==> src/hw/rtl/address_pool_session_table_defines.svh <==
// ----------------------------------------------------------------------------
// address_pool_session_table_defines.svh
// Assertion macros used by the session table RTL.
// ----------------------------------------------------------------------------
`ifndef ADDRESS_POOL_SESSION_TABLE_DEFINES_SVH
`define ADDRESS_POOL_SESSION_TABLE_DEFINES_SVH

// Same-cycle implication, disabled during reset.
`define APST_ASSERT_IMP(label, clk, rst_n, ante, cons, msg) \
    label: assert property (@(posedge clk) disable iff (!rst_n) (ante) |-> (cons)) \
        else $error(msg);

// Next-cycle implication, disabled during reset.
`define APST_ASSERT_NXT(label, clk, rst_n, ante, cons, msg) \
    label: assert property (@(posedge clk) disable iff (!rst_n) (ante) |=> (cons)) \
        else $error(msg);

`endif

==> src/hw/rtl/apst_pkg.sv <==
// ----------------------------------------------------------------------------
// apst_pkg
// Types, codes and constants of the address pool session table.
// ----------------------------------------------------------------------------
package apst_pkg;

    localparam int SLOTS_DEF = 32;
    localparam int MAX_OUT   = 32;
    localparam int CNT_W     = $clog2(MAX_OUT + 1);

    localparam int KEY_W  = 16;
    localparam int ADDR_W = 32;
    localparam int TIME_W = 32;
    localparam int CFG_W  = 32;
    localparam int CFG_IDX_W = 2;

    localparam logic [CFG_IDX_W-1:0] CFG_POOL_START   = 2'd0;
    localparam logic [CFG_IDX_W-1:0] CFG_POOL_END     = 2'd1;
    localparam logic [CFG_IDX_W-1:0] CFG_IDLE_TIMEOUT = 2'd2;

    localparam logic [ADDR_W-1:0] POOL_START_RST   = 32'h0A08_0002;
    localparam logic [ADDR_W-1:0] POOL_END_RST     = 32'h0A08_00FE;
    localparam logic [TIME_W-1:0] IDLE_TIMEOUT_RST = 32'd300;

    typedef enum logic [1:0] {
        OP_ALLOC   = 2'd0,
        OP_RELEASE = 2'd1,
        OP_TOUCH   = 2'd2,
        OP_AGE     = 2'd3
    } t_op;

    typedef enum logic [2:0] {
        ST_OK       = 3'd0,
        ST_FULL     = 3'd1,
        ST_NOTFOUND = 3'd2,
        ST_EXPIRED  = 3'd3,
        ST_NONE     = 3'd4
    } t_status;

    typedef enum logic [1:0] {
        S_IDLE,
        S_SCAN,
        S_FIN
    } t_state;

    typedef struct packed {
        logic [1:0]        op;
        logic [KEY_W-1:0]  key;
        logic [TIME_W-1:0] now;
    } t_in_item;

    typedef struct packed {
        logic [2:0]        status;
        logic [ADDR_W-1:0] address;
        logic [KEY_W-1:0]  entry_key;
        logic [4:0]        slot;
        logic              last;
    } t_out_item;

    typedef struct packed {
        logic [KEY_W-1:0]  owner;
        logic [ADDR_W-1:0] address;
        logic [TIME_W-1:0] stamp;
    } t_entry;

    typedef struct packed {
        logic [ADDR_W-1:0] pool_start;
        logic [ADDR_W-1:0] pool_end;
        logic [TIME_W-1:0] idle_timeout;
        logic [ADDR_W-1:0] next_address;
    } t_cfg;

endpackage

==> src/hw/rtl/apst_mem.sv <==
// ----------------------------------------------------------------------------
// apst_mem
// Slot entry RAM: one write port, one read port, registered read data.
// ----------------------------------------------------------------------------
module apst_mem #(
    parameter int SLOTS = apst_pkg::SLOTS_DEF,
    parameter int IW    = (SLOTS > 1) ? $clog2(SLOTS) : 1
) (
    input  logic            i_clk,
    input  logic [IW-1:0]   i_rd_addr,
    output apst_pkg::t_entry o_rdata,
    input  logic            i_wr_en,
    input  logic [IW-1:0]   i_wr_addr,
    input  apst_pkg::t_entry i_wr_data
);
    import apst_pkg::*;

    t_entry r_mem [SLOTS];
    t_entry r_rdata;

    always_ff @(posedge i_clk) begin
        if (i_wr_en) begin
            r_mem[i_wr_addr] <= i_wr_data;
        end
    end

    always_ff @(posedge i_clk) begin
        r_rdata <= r_mem[i_rd_addr];
    end

    assign o_rdata = r_rdata;

endmodule

==> src/hw/rtl/apst_cfg.sv <==
// ----------------------------------------------------------------------------
// apst_cfg
// Configuration registers and the rotating pool address counter.
// ----------------------------------------------------------------------------
module apst_cfg (
    input  logic                                i_clk,
    input  logic                                i_rst_n,
    input  logic                                i_cfg_we,
    input  logic [apst_pkg::CFG_IDX_W-1:0]      i_cfg_idx,
    input  logic [apst_pkg::CFG_W-1:0]          i_cfg_wdata,
    input  logic                                i_adv,
    output apst_pkg::t_cfg                      o_cfg
);
    import apst_pkg::*;

    t_cfg              r_cfg;
    logic [ADDR_W:0]   inc;

    // counter step, taken one bit wider so the top address does not wrap
    assign inc = {1'b0, r_cfg.next_address} + {{ADDR_W{1'b0}}, 1'b1};

    always_ff @(posedge i_clk) begin
        if (!i_rst_n) begin
            r_cfg.pool_start   <= POOL_START_RST;
            r_cfg.pool_end     <= POOL_END_RST;
            r_cfg.idle_timeout <= IDLE_TIMEOUT_RST;
            r_cfg.next_address <= POOL_START_RST;
        end else if (i_cfg_we) begin
            case (i_cfg_idx)
                CFG_POOL_START: begin
                    r_cfg.pool_start   <= i_cfg_wdata;
                    r_cfg.next_address <= i_cfg_wdata;
                end
                CFG_POOL_END: begin
                    r_cfg.pool_end <= i_cfg_wdata;
                end
                CFG_IDLE_TIMEOUT: begin
                    r_cfg.idle_timeout <= i_cfg_wdata;
                end
                default: begin
                end
            endcase
        end else if (i_adv) begin
            if (inc > {1'b0, r_cfg.pool_end}) begin
                r_cfg.next_address <= r_cfg.pool_start;
            end else begin
                r_cfg.next_address <= inc[ADDR_W-1:0];
            end
        end
    end

    assign o_cfg = r_cfg;

endmodule

==> src/hw/rtl/apst_ctrl.sv <==
// ----------------------------------------------------------------------------
// apst_ctrl
// Scan sequencer: walks the slot RAM one entry a cycle unless an age scan
// stalls, updates the hit entry, keeps slot valid bits and drives the result register.
// ----------------------------------------------------------------------------
`include "address_pool_session_table_defines.svh"

module apst_ctrl #(
    parameter int SLOTS = apst_pkg::SLOTS_DEF,
    parameter int IW    = (SLOTS > 1) ? $clog2(SLOTS) : 1
) (
    input  logic                 i_clk,
    input  logic                 i_rst_n,
    input  logic                 i_in_valid,
    output logic                 o_in_ready,
    input  apst_pkg::t_in_item   i_in_item,
    output logic                 o_out_valid,
    input  logic                 i_out_ready,
    output apst_pkg::t_out_item  o_out_item,
    input  apst_pkg::t_cfg       i_cfg,
    output logic                 o_adv,
    output logic [IW-1:0]        o_rd_addr,
    input  apst_pkg::t_entry     i_rdata,
    output logic                 o_wr_en,
    output logic [IW-1:0]        o_wr_addr,
    output apst_pkg::t_entry     o_wr_data
);
    import apst_pkg::*;

    localparam int CW = $clog2(SLOTS + 1);

    t_state             r_state, n_state;
    t_op                r_op;
    logic [KEY_W-1:0]   r_key;
    logic [TIME_W-1:0]  r_now;
    logic [CW-1:0]      r_idx;
    logic [IW-1:0]      r_didx;
    logic [CNT_W-1:0]   r_cnt;
    logic               r_pend_v;
    t_out_item          r_pend;
    t_out_item          r_fin;
    t_out_item          r_out;
    logic               r_ov;
    logic [SLOTS-1:0]   r_valid;

    logic               occ, expired, is_age, hit, last_chk, emit_ok;
    logic               in_scan, stall, age_cap, scan_end, accept, key_zero;
    logic [TIME_W-1:0]  idle_time;
    logic               set_v, clr_v, emit, fin_ld, pend_ld;
    t_out_item          emit_item, fin_item, cur_exp;

    // decisions on the entry returned by the RAM this cycle
    always_comb begin
        occ       = r_valid[r_didx];
        idle_time = r_now - i_rdata.stamp;
        expired   = occ && (idle_time > i_cfg.idle_timeout);
        is_age    = (r_op == OP_AGE);
        if (r_op == OP_ALLOC) begin
            hit = !occ;
        end else begin
            hit = occ && (i_rdata.owner == r_key);
        end
        last_chk = (r_didx == IW'(SLOTS - 1));
        emit_ok  = !r_ov || i_out_ready;
        in_scan  = (r_state == S_SCAN);
        // an older expiry still pending must leave before a new one takes its place
        stall    = in_scan && is_age && expired && r_pend_v && !emit_ok;
        age_cap  = expired && (r_cnt == CNT_W'(MAX_OUT - 1));
        scan_end = in_scan && !stall &&
                   (is_age ? (last_chk || age_cap) : (hit || last_chk));
        accept   = i_in_valid && (r_state == S_IDLE);
        key_zero = (i_in_item.key == '0) && (t_op'(i_in_item.op) != OP_AGE);
        cur_exp  = '{status: ST_EXPIRED, address: i_rdata.address,
                     entry_key: i_rdata.owner, slot: 5'(r_didx), last: 1'b0};
    end

    // next state
    always_comb begin
        n_state = r_state;
        case (r_state)
            S_IDLE: begin
                if (accept) begin
                    n_state = key_zero ? S_FIN : S_SCAN;
                end
            end
            S_SCAN: begin
                if (scan_end) begin
                    n_state = S_FIN;
                end
            end
            S_FIN: begin
                if (emit_ok) begin
                    n_state = S_IDLE;
                end
            end
            default: begin
                n_state = S_IDLE;
            end
        endcase
    end

    // control outputs
    always_comb begin
        o_in_ready = (r_state == S_IDLE);
        o_wr_en    = 1'b0;
        o_wr_addr  = r_didx;
        o_wr_data  = i_rdata;
        o_adv      = 1'b0;
        set_v      = 1'b0;
        clr_v      = 1'b0;
        emit       = 1'b0;
        emit_item  = r_fin;
        fin_ld     = 1'b0;
        fin_item   = '{status: ST_NOTFOUND, address: '0, entry_key: '0,
                       slot: '0, last: 1'b1};
        pend_ld    = 1'b0;
        o_rd_addr  = (stall || scan_end) ? r_didx : r_idx[IW-1:0];
        case (r_state)
            S_IDLE: begin
                o_rd_addr = '0;
                fin_ld    = accept && key_zero;
            end
            S_SCAN: begin
                if (!is_age) begin
                    if (hit) begin
                        fin_ld   = 1'b1;
                        fin_item = '{status: ST_OK, address: i_rdata.address,
                                     entry_key: r_key, slot: 5'(r_didx), last: 1'b1};
                        case (r_op)
                            OP_ALLOC: begin
                                o_wr_en   = 1'b1;
                                o_wr_data = '{owner: r_key,
                                              address: i_cfg.next_address,
                                              stamp: r_now};
                                set_v     = 1'b1;
                                o_adv     = 1'b1;
                                fin_item.address = i_cfg.next_address;
                            end
                            OP_RELEASE: begin
                                clr_v = 1'b1;
                            end
                            default: begin
                                o_wr_en         = 1'b1;
                                o_wr_data.stamp = r_now;
                            end
                        endcase
                    end else if (last_chk) begin
                        fin_ld = 1'b1;
                        if (r_op == OP_ALLOC) begin
                            fin_item.status = ST_FULL;
                        end
                    end
                end else if (!stall) begin
                    if (expired) begin
                        clr_v = 1'b1;
                        if (r_pend_v) begin
                            emit      = 1'b1;
                            emit_item = r_pend;
                        end
                        if (scan_end) begin
                            fin_ld        = 1'b1;
                            fin_item      = cur_exp;
                            fin_item.last = 1'b1;
                        end else begin
                            pend_ld = 1'b1;
                        end
                    end else if (scan_end) begin
                        fin_ld = 1'b1;
                        if (r_pend_v) begin
                            fin_item      = r_pend;
                            fin_item.last = 1'b1;
                        end else begin
                            fin_item.status = ST_NONE;
                        end
                    end
                end
            end
            S_FIN: begin
                emit = emit_ok;
            end
            default: begin
            end
        endcase
    end

    always_ff @(posedge i_clk) begin
        if (!i_rst_n) begin
            r_state  <= S_IDLE;
            r_pend_v <= 1'b0;
            r_cnt    <= '0;
            r_ov     <= 1'b0;
            r_valid  <= '0;
        end else begin
            r_state <= n_state;
            if (accept) begin
                r_pend_v <= 1'b0;
                r_cnt    <= '0;
            end else if (pend_ld) begin
                r_pend_v <= 1'b1;
                r_cnt    <= r_cnt + CNT_W'(1);
            end
            if (set_v) begin
                r_valid[r_didx] <= 1'b1;
            end else if (clr_v) begin
                r_valid[r_didx] <= 1'b0;
            end
            if (emit) begin
                r_ov <= 1'b1;
            end else if (i_out_ready) begin
                r_ov <= 1'b0;
            end
        end
    end

    always_ff @(posedge i_clk) begin
        if (accept) begin
            r_op   <= t_op'(i_in_item.op);
            r_key  <= i_in_item.key;
            r_now  <= i_in_item.now;
            r_idx  <= CW'(1);
            r_didx <= '0;
        end else if (in_scan && !stall && !scan_end) begin
            r_idx  <= r_idx + CW'(1);
            r_didx <= r_idx[IW-1:0];
        end
        if (pend_ld) begin
            r_pend <= cur_exp;
        end
        if (fin_ld) begin
            r_fin <= fin_item;
        end
        if (emit) begin
            r_out <= emit_item;
        end
    end

    assign o_out_valid = r_ov;
    assign o_out_item  = r_out;

    `APST_ASSERT_IMP(a_pend_only_age, i_clk, i_rst_n, r_pend_v, r_op == OP_AGE, "pending expiry outside age scan")
    `APST_ASSERT_IMP(a_scan_index, i_clk, i_rst_n, r_state == S_SCAN, r_idx == CW'(r_didx) + CW'(1), "read index out of step with check index")
    `APST_ASSERT_NXT(a_alloc_valid, i_clk, i_rst_n, o_wr_en && (r_op == OP_ALLOC), r_valid[$past(r_didx)], "allocated slot not marked valid")

endmodule

==> src/hw/rtl/address_pool_session_table.sv <==
// Operation: allocate, release and touch scan the slots up to the first slot hit
//   (the last slot when none); a zero key answers without a scan.
// Items: a new item is taken only once the last result is in the output register;
//   the slot RAM scan checks one entry per cycle; age scans stall while expiries back up.
// Reset: synchronous, active low; all slots free, registers at their defaults.
// ----------------------------------------------------------------------------
// address_pool_session_table
// Session table with a rotating address pool and idle aging. Entries live in
// one RAM {owner, address, stamp}; occupancy is kept in per-slot valid flops.
// ----------------------------------------------------------------------------
module address_pool_session_table #(
    parameter int SLOTS = apst_pkg::SLOTS_DEF
) (
    input  logic                            i_clk,
    input  logic                            i_rst_n,
    // input item channel
    input  logic                            i_in_valid,
    output logic                            o_in_ready,
    input  apst_pkg::t_in_item              i_in_item,
    // result channel
    output logic                            o_out_valid,
    input  logic                            i_out_ready,
    output apst_pkg::t_out_item             o_out_item,
    // register writes
    input  logic                            i_cfg_we,
    input  logic [apst_pkg::CFG_IDX_W-1:0]  i_cfg_idx,
    input  logic [apst_pkg::CFG_W-1:0]      i_cfg_wdata
);
    import apst_pkg::*;

    localparam int IW = (SLOTS > 1) ? $clog2(SLOTS) : 1;

    t_cfg          cfg;
    logic          adv;
    logic [IW-1:0] rd_addr;
    logic [IW-1:0] wr_addr;
    logic          wr_en;
    t_entry        rdata;
    t_entry        wr_data;

    // pool_start, pool_end, idle_timeout and the next address to hand out
    apst_cfg u_cfg (
        .i_clk       (i_clk),
        .i_rst_n     (i_rst_n),
        .i_cfg_we    (i_cfg_we),
        .i_cfg_idx   (i_cfg_idx),
        .i_cfg_wdata (i_cfg_wdata),
        .i_adv       (adv),
        .o_cfg       (cfg)
    );

    // Slot entries. Contents are meaningful only where the valid flop is set,
    // so the RAM needs no clearing after reset. Every write lands before the next
    // read of that slot whose data is used, so no forwarding is needed.
    apst_mem #(
        .SLOTS (SLOTS),
        .IW    (IW)
    ) u_mem (
        .i_clk     (i_clk),
        .i_rd_addr (rd_addr),
        .o_rdata   (rdata),
        .i_wr_en   (wr_en),
        .i_wr_addr (wr_addr),
        .i_wr_data (wr_data)
    );

    // Sequencer: reads slot 0 in the accept cycle, then checks one slot per cycle unless
    // an age scan stalls; alloc/release/touch stop at the first hit, age walks all slots
    // or stops at MAX_OUT expiries, holding each back one step so the final one can carry last.
    apst_ctrl #(
        .SLOTS (SLOTS),
        .IW    (IW)
    ) u_ctrl (
        .i_clk       (i_clk),
        .i_rst_n     (i_rst_n),
        .i_in_valid  (i_in_valid),
        .o_in_ready  (o_in_ready),
        .i_in_item   (i_in_item),
        .o_out_valid (o_out_valid),
        .i_out_ready (i_out_ready),
        .o_out_item  (o_out_item),
        .i_cfg       (cfg),
        .o_adv       (adv),
        .o_rd_addr   (rd_addr),
        .i_rdata     (rdata),
        .o_wr_en     (wr_en),
        .o_wr_addr   (wr_addr),
        .o_wr_data   (wr_data)
    );

endmodule
==> config.mk <==
export PLATFORM = sky130hd
export DESIGN_NAME = address_pool_session_table
export DESIGN_NICKNAME = d
export VERILOG_FILES = /design/src/hw/rtl/apst_pkg.sv /design/src/hw/rtl/apst_mem.sv /design/src/hw/rtl/apst_cfg.sv /design/src/hw/rtl/apst_ctrl.sv /design/src/hw/rtl/address_pool_session_table.sv
export VERILOG_INCLUDE_DIRS = /design/src /design/src/hw/rtl
export SDC_FILE = /design/constraint.sdc
export NUM_CORES = 2
export LEC_CHECK = 0
export BUFFER_PORTS_ARGS = -buffer_cell sky130_fd_sc_hd__buf_2
export CAP_MARGIN = 0
export CORE_ASPECT_RATIO = 1.25
export CORE_MARGIN = 4
export CORE_UTILIZATION = 34
export DETAILED_ROUTE_END_ITERATION = 7
export GPL_TIMING_DRIVEN = 0
export PLACE_DENSITY = 0.56
export RECOVER_POWER = 50
export SYNTH_ARGS = -nofsm -noshare
export SYNTH_HDL_FRONTEND = slang
export SYNTH_SLANG_ARGS = --single-unit
==> constraint.sdc <==
create_clock -name i_clk -period 17.2 [get_ports i_clk]
set_input_delay 1.72 -clock i_clk [delete_from_list [all_inputs] [get_ports i_clk]]
set_output_delay 1.72 -clock i_clk [all_outputs]
set_load 0.005 [all_outputs]
==> key figures <==
Outcome
  • Status: finished, violations left
  • Violated checks: max-capacitance violations, max-slew violations

Clocking
  • Post-CTS setup buffer count: 0
  • Clk sinks: 3036
  • Root Driver: clkbuf_16
  • Clock buffer count from CTS: 312
  • # H-tree levels: 5
  • Clock Path Buffers: 4
  • TritonCTS clock tree: built
  • Cts hold-fix bufs: 0
  • Skew-Pair Late Insertion Delay: 940 ps
  • Quantity of gates resized following cts: 0
  • Clock transition at the registers of the reported paths: 60 ps

Worst setup path
  • Reg2reg start: u_ctrl.r_now[0]
  • Reg2Reg Depth: 32
  • CP Max Fanout: 11
  • Crit Reg-Reg Endpoint: u_mem.o_rdata[53]
  • Worst Path Required: 18010 ps
  • Critical path data arrival time: 12460 ps
  • Most frequent CP cell: buf_2
  • Slack of the worst reg-to-reg path: 5560 ps
  • Critical path type: flop to flop
  • CP max stage cell: a2111oi_0
  • Worst setup SP type: flop
  • Critical path's largest stage delay: 1050 ps
  • CP Capture Type: flop

STA
  • Setup ws final: 5560 ps
  • Fmax: 85.9 MHz
  • RSZ-0062 raised after global routing: no
  • Slew Viols, Final: 252
  • Final period utilization: 67.7%
  • Tightest Pin Transition: 3080 ps
  • Final min period: 11640 ps
  • Final setup viols: 0
  • Fin Setup TNS: 0 ps
  • Clock Skew: 75.0 ps
  • Hold Violations, Final: 0
  • Slew headroom: -106%

GRT
  • Most Used Layer, Global Route: met2
  • Largest net degree at the start of global routing: 33
  • GRT overflow: 0
  • Met1 usage: 25.8%
  • M3 GR Usage: 3.28%
  • First-pass GRT wire length: 526000 µm
  • Initial antenna violation count: 26
  • GRT Total Usage: 19.9%
  • Global-route track usage on met2: 33.1%
  • Vias in the first global route: 71.7k

Floorplan
  • Core area: 351000 µm²
  • Cell Rows: 243
  • Die area: 362000 µm²
  • Starting Density: 34.2%
  • I/O pins: 148
  • Die X: 539 µm
  • Die Ht: 672 µm

Yosys
  • Netlist Area Pre-Place: 120000 µm²
  • Sequential share of the synthesized area: 73.9%
  • Netlist cell types: 73
  • Post-synth top flop: edfxtp_1
  • YS warnings: 0
  • Synth Net Count: 8057
  • Top post-synthesis cells by area: edfxtp_1 (70%), mux4_2 (6.0%), nand2_1 (5.3%)
  • #FFs+latches synth: 3036
  • Biggest area consumer among synthesized cells: edfxtp_1
  • Post-synth top area share: 69.6%
  • Syn Area/Cell: 15.2 µm²
  • Number of flops mapped to enable cells by yosys: 2776
  • Async set or reset register ratio after synthesis: 0%
  • Synth Instances: 7866

Routing
  • Via-to-Cell Ratio: 5.38
  • First-pass iteration count of the detailed router: 6
  • Routed len/inst: 27.5 µm
  • Post-route DRC: 0
  • DRT antenna net count: 0
  • Iter 0 DRT Violations: 8579
  • Via count: 72.8k
  • Total wire length: 372000 µm

Power and ir drop
  • Worst VDD drop: 0.0815 mV
  • Pwr/cell area: 145 nW/µm²
  • Leak pwr: 45.7 nW

Placement
  • Post-Place Worst Slack: 5430 ps
  • Hpwl dp: 263000 µm
  • Placer Congestion: 0.898
  • Input/output buffers: 146

Layout
  • Fillers: 32.3k
  • Share of cells above drive strength 1: 13.5%
  • Nets: 8791
  • P&R area growth vs syn: 16.1%

Worst hold path
  • Hold_sp: u_ctrl.o_wr_addr[2]
  • Hold Crit Class: flop to flop
  • Hold path endpoint: u_ctrl.r_pend[3]
  • Hold path cells: 0

Flow run
  • Max-Cap Viols: 11
-- layout by cell type, fill, tap and decap left out, types with 118 or more instances in the layout --
cell type,netlist,final
edfxtp_1,2776,2776
nand2_1,1686,1686
clkbuf_1,301,622
nand3_1,514,514
clkbuf_16,0,321
mux4_2,320,320
nand4_1,267,267
dfxtp_1,260,260
a22oi_1,208,208
buf_2,125,197
a31oi_1,166,166
inv_1,118,118
-- cells in the mapped netlist, types with 84 or more instances --
cell type,number
clkbuf_1,301
mux2_2,86
nand4_1,267
nand2_1,1686
nor2_1,84
mux2i_1,85
a21boi_0,91
a31oi_1,166
nand3_1,514
ha_1,101
inv_1,118
o21ai_0,96
a22oi_1,208
buf_2,125
mux4_2,320
edfxtp_1,2776
dfxtp_1,260
-- worst max-delay path, delay by kind of cell (launching register included) --
kind / cells / cell delay, ps
xor gates and xnor gates: 1 / 480
buffers and inverters: 6 / 2860
AOI/OAI and AO/OA: 11 / 4230
adders and majority gates: 3 / 930
and+or+nand+nor: 11 / 2370
DFF: 1 / 540
-- routing by layer --
| metal | wire [µm] | share of wire, % |
|---|---|---|
| met5 | 80 | 0.021 |
| met4 | 19000 | 5.1 |
| met3 | 27300 | 7.3 |
| met2 | 178000 | 48 |
| met1 | 148000 | 40 |
-- state kept, by name, indices dropped and copies added (netlist names), 5 cells and up, named ones only --
signal             flops
u_ctrl.r_cnt           6
u_ctrl.r_pend         53
u_mem.o_rdata         80
u_cfg.o_cfg          128
u_ctrl.r_now          32
u_ctrl.o_out_item     57
u_ctrl.o_wr_addr       5
u_ctrl.r_idx           5
u_mem.r_mem         2560
u_ctrl.r_fin          56
u_ctrl.r_key          16
-- worst max-delay path by stage --
stage                                    from                   to  slack, ps  depth (start not counted)
after floorplan           u_ctrl.o_wr_addr[1]   u_mem.r_mem[20][0]       6340                         12
after global placement        u_ctrl.r_key[8]  u_mem.r_mem[20][47]      -7350                         10
after detailed placement      u_ctrl.r_now[0]    u_mem.o_rdata[44]       5430                         32
after CTS                     u_ctrl.r_now[0]    u_mem.o_rdata[77]       5460                         32
after global routing          u_ctrl.r_now[0]    u_mem.o_rdata[77]       5020                         32
final                         u_ctrl.r_now[0]    u_mem.o_rdata[53]       5560                         32
-- stage by stage --
| step | instances | instance area [µm²] | hold WS [ps] | power [mW] | util [%] |
|---|---|---|---|---|---|
| after floorplan | 7866 | 120000 | 403 | 11.6 | - |
| after global placement | 12700 | 126000 | 422 | 13.2 | 36.0 |
| after detailed placement | 12900 | 130000 | 427 | 13.4 | 37.2 |
| after CTS | 13500 | 141000 | 445 | 20.2 | 40.1 |
| after global routing | 13500 | 139000 | 456 | 20.8 | 39.7 |
| final | 13500 | 139000 | 444 | 20.1 | 39.7 |
-- cells by family after synthesis --
group                    after synthesis  share of synthesized area (%)
buffers and inverters                589                           2.05
AO/OA/AOI/OAI                        848                           4.85
adder cells (fa/ha/maj)              102                           1.07
XOR/XNOR                              82                          0.599
flip-flops                          3036                           73.9
AND/OR/NAND/NOR                     2718                           9.99
multiplexers                         491                           7.53
-- cell type report --
class                      count  area, µm²  area share (%)
inverter                     118        443           0.318
tap                         4655       5820            4.19
multi-input combinational   4241      29000            20.8
clock inverter               158       1770            1.27
buffer                       471       2020            1.45
clock buffer                 414       8540            6.14
timing repair buffer         420       2980            2.14
antenna                       15       37.5          0.0270
sequential                  3036      88600            63.6
-- where the power goes --
| group | total (mW) | leakage (nW) | internal [mW] | switching (mW) |
|---|---|---|---|---|
| clock network | 6.88 | 5.05 | 4.00 | 2.88 |
| registers | 9.06 | 27.2 | 8.89 | 0.168 |
| logic | 4.17 | 13.5 | 1.20 | 2.97 |
| total | 20.1 | 45.7 | 14.1 | 6.03 |
(Power assumes the default switching activity.)
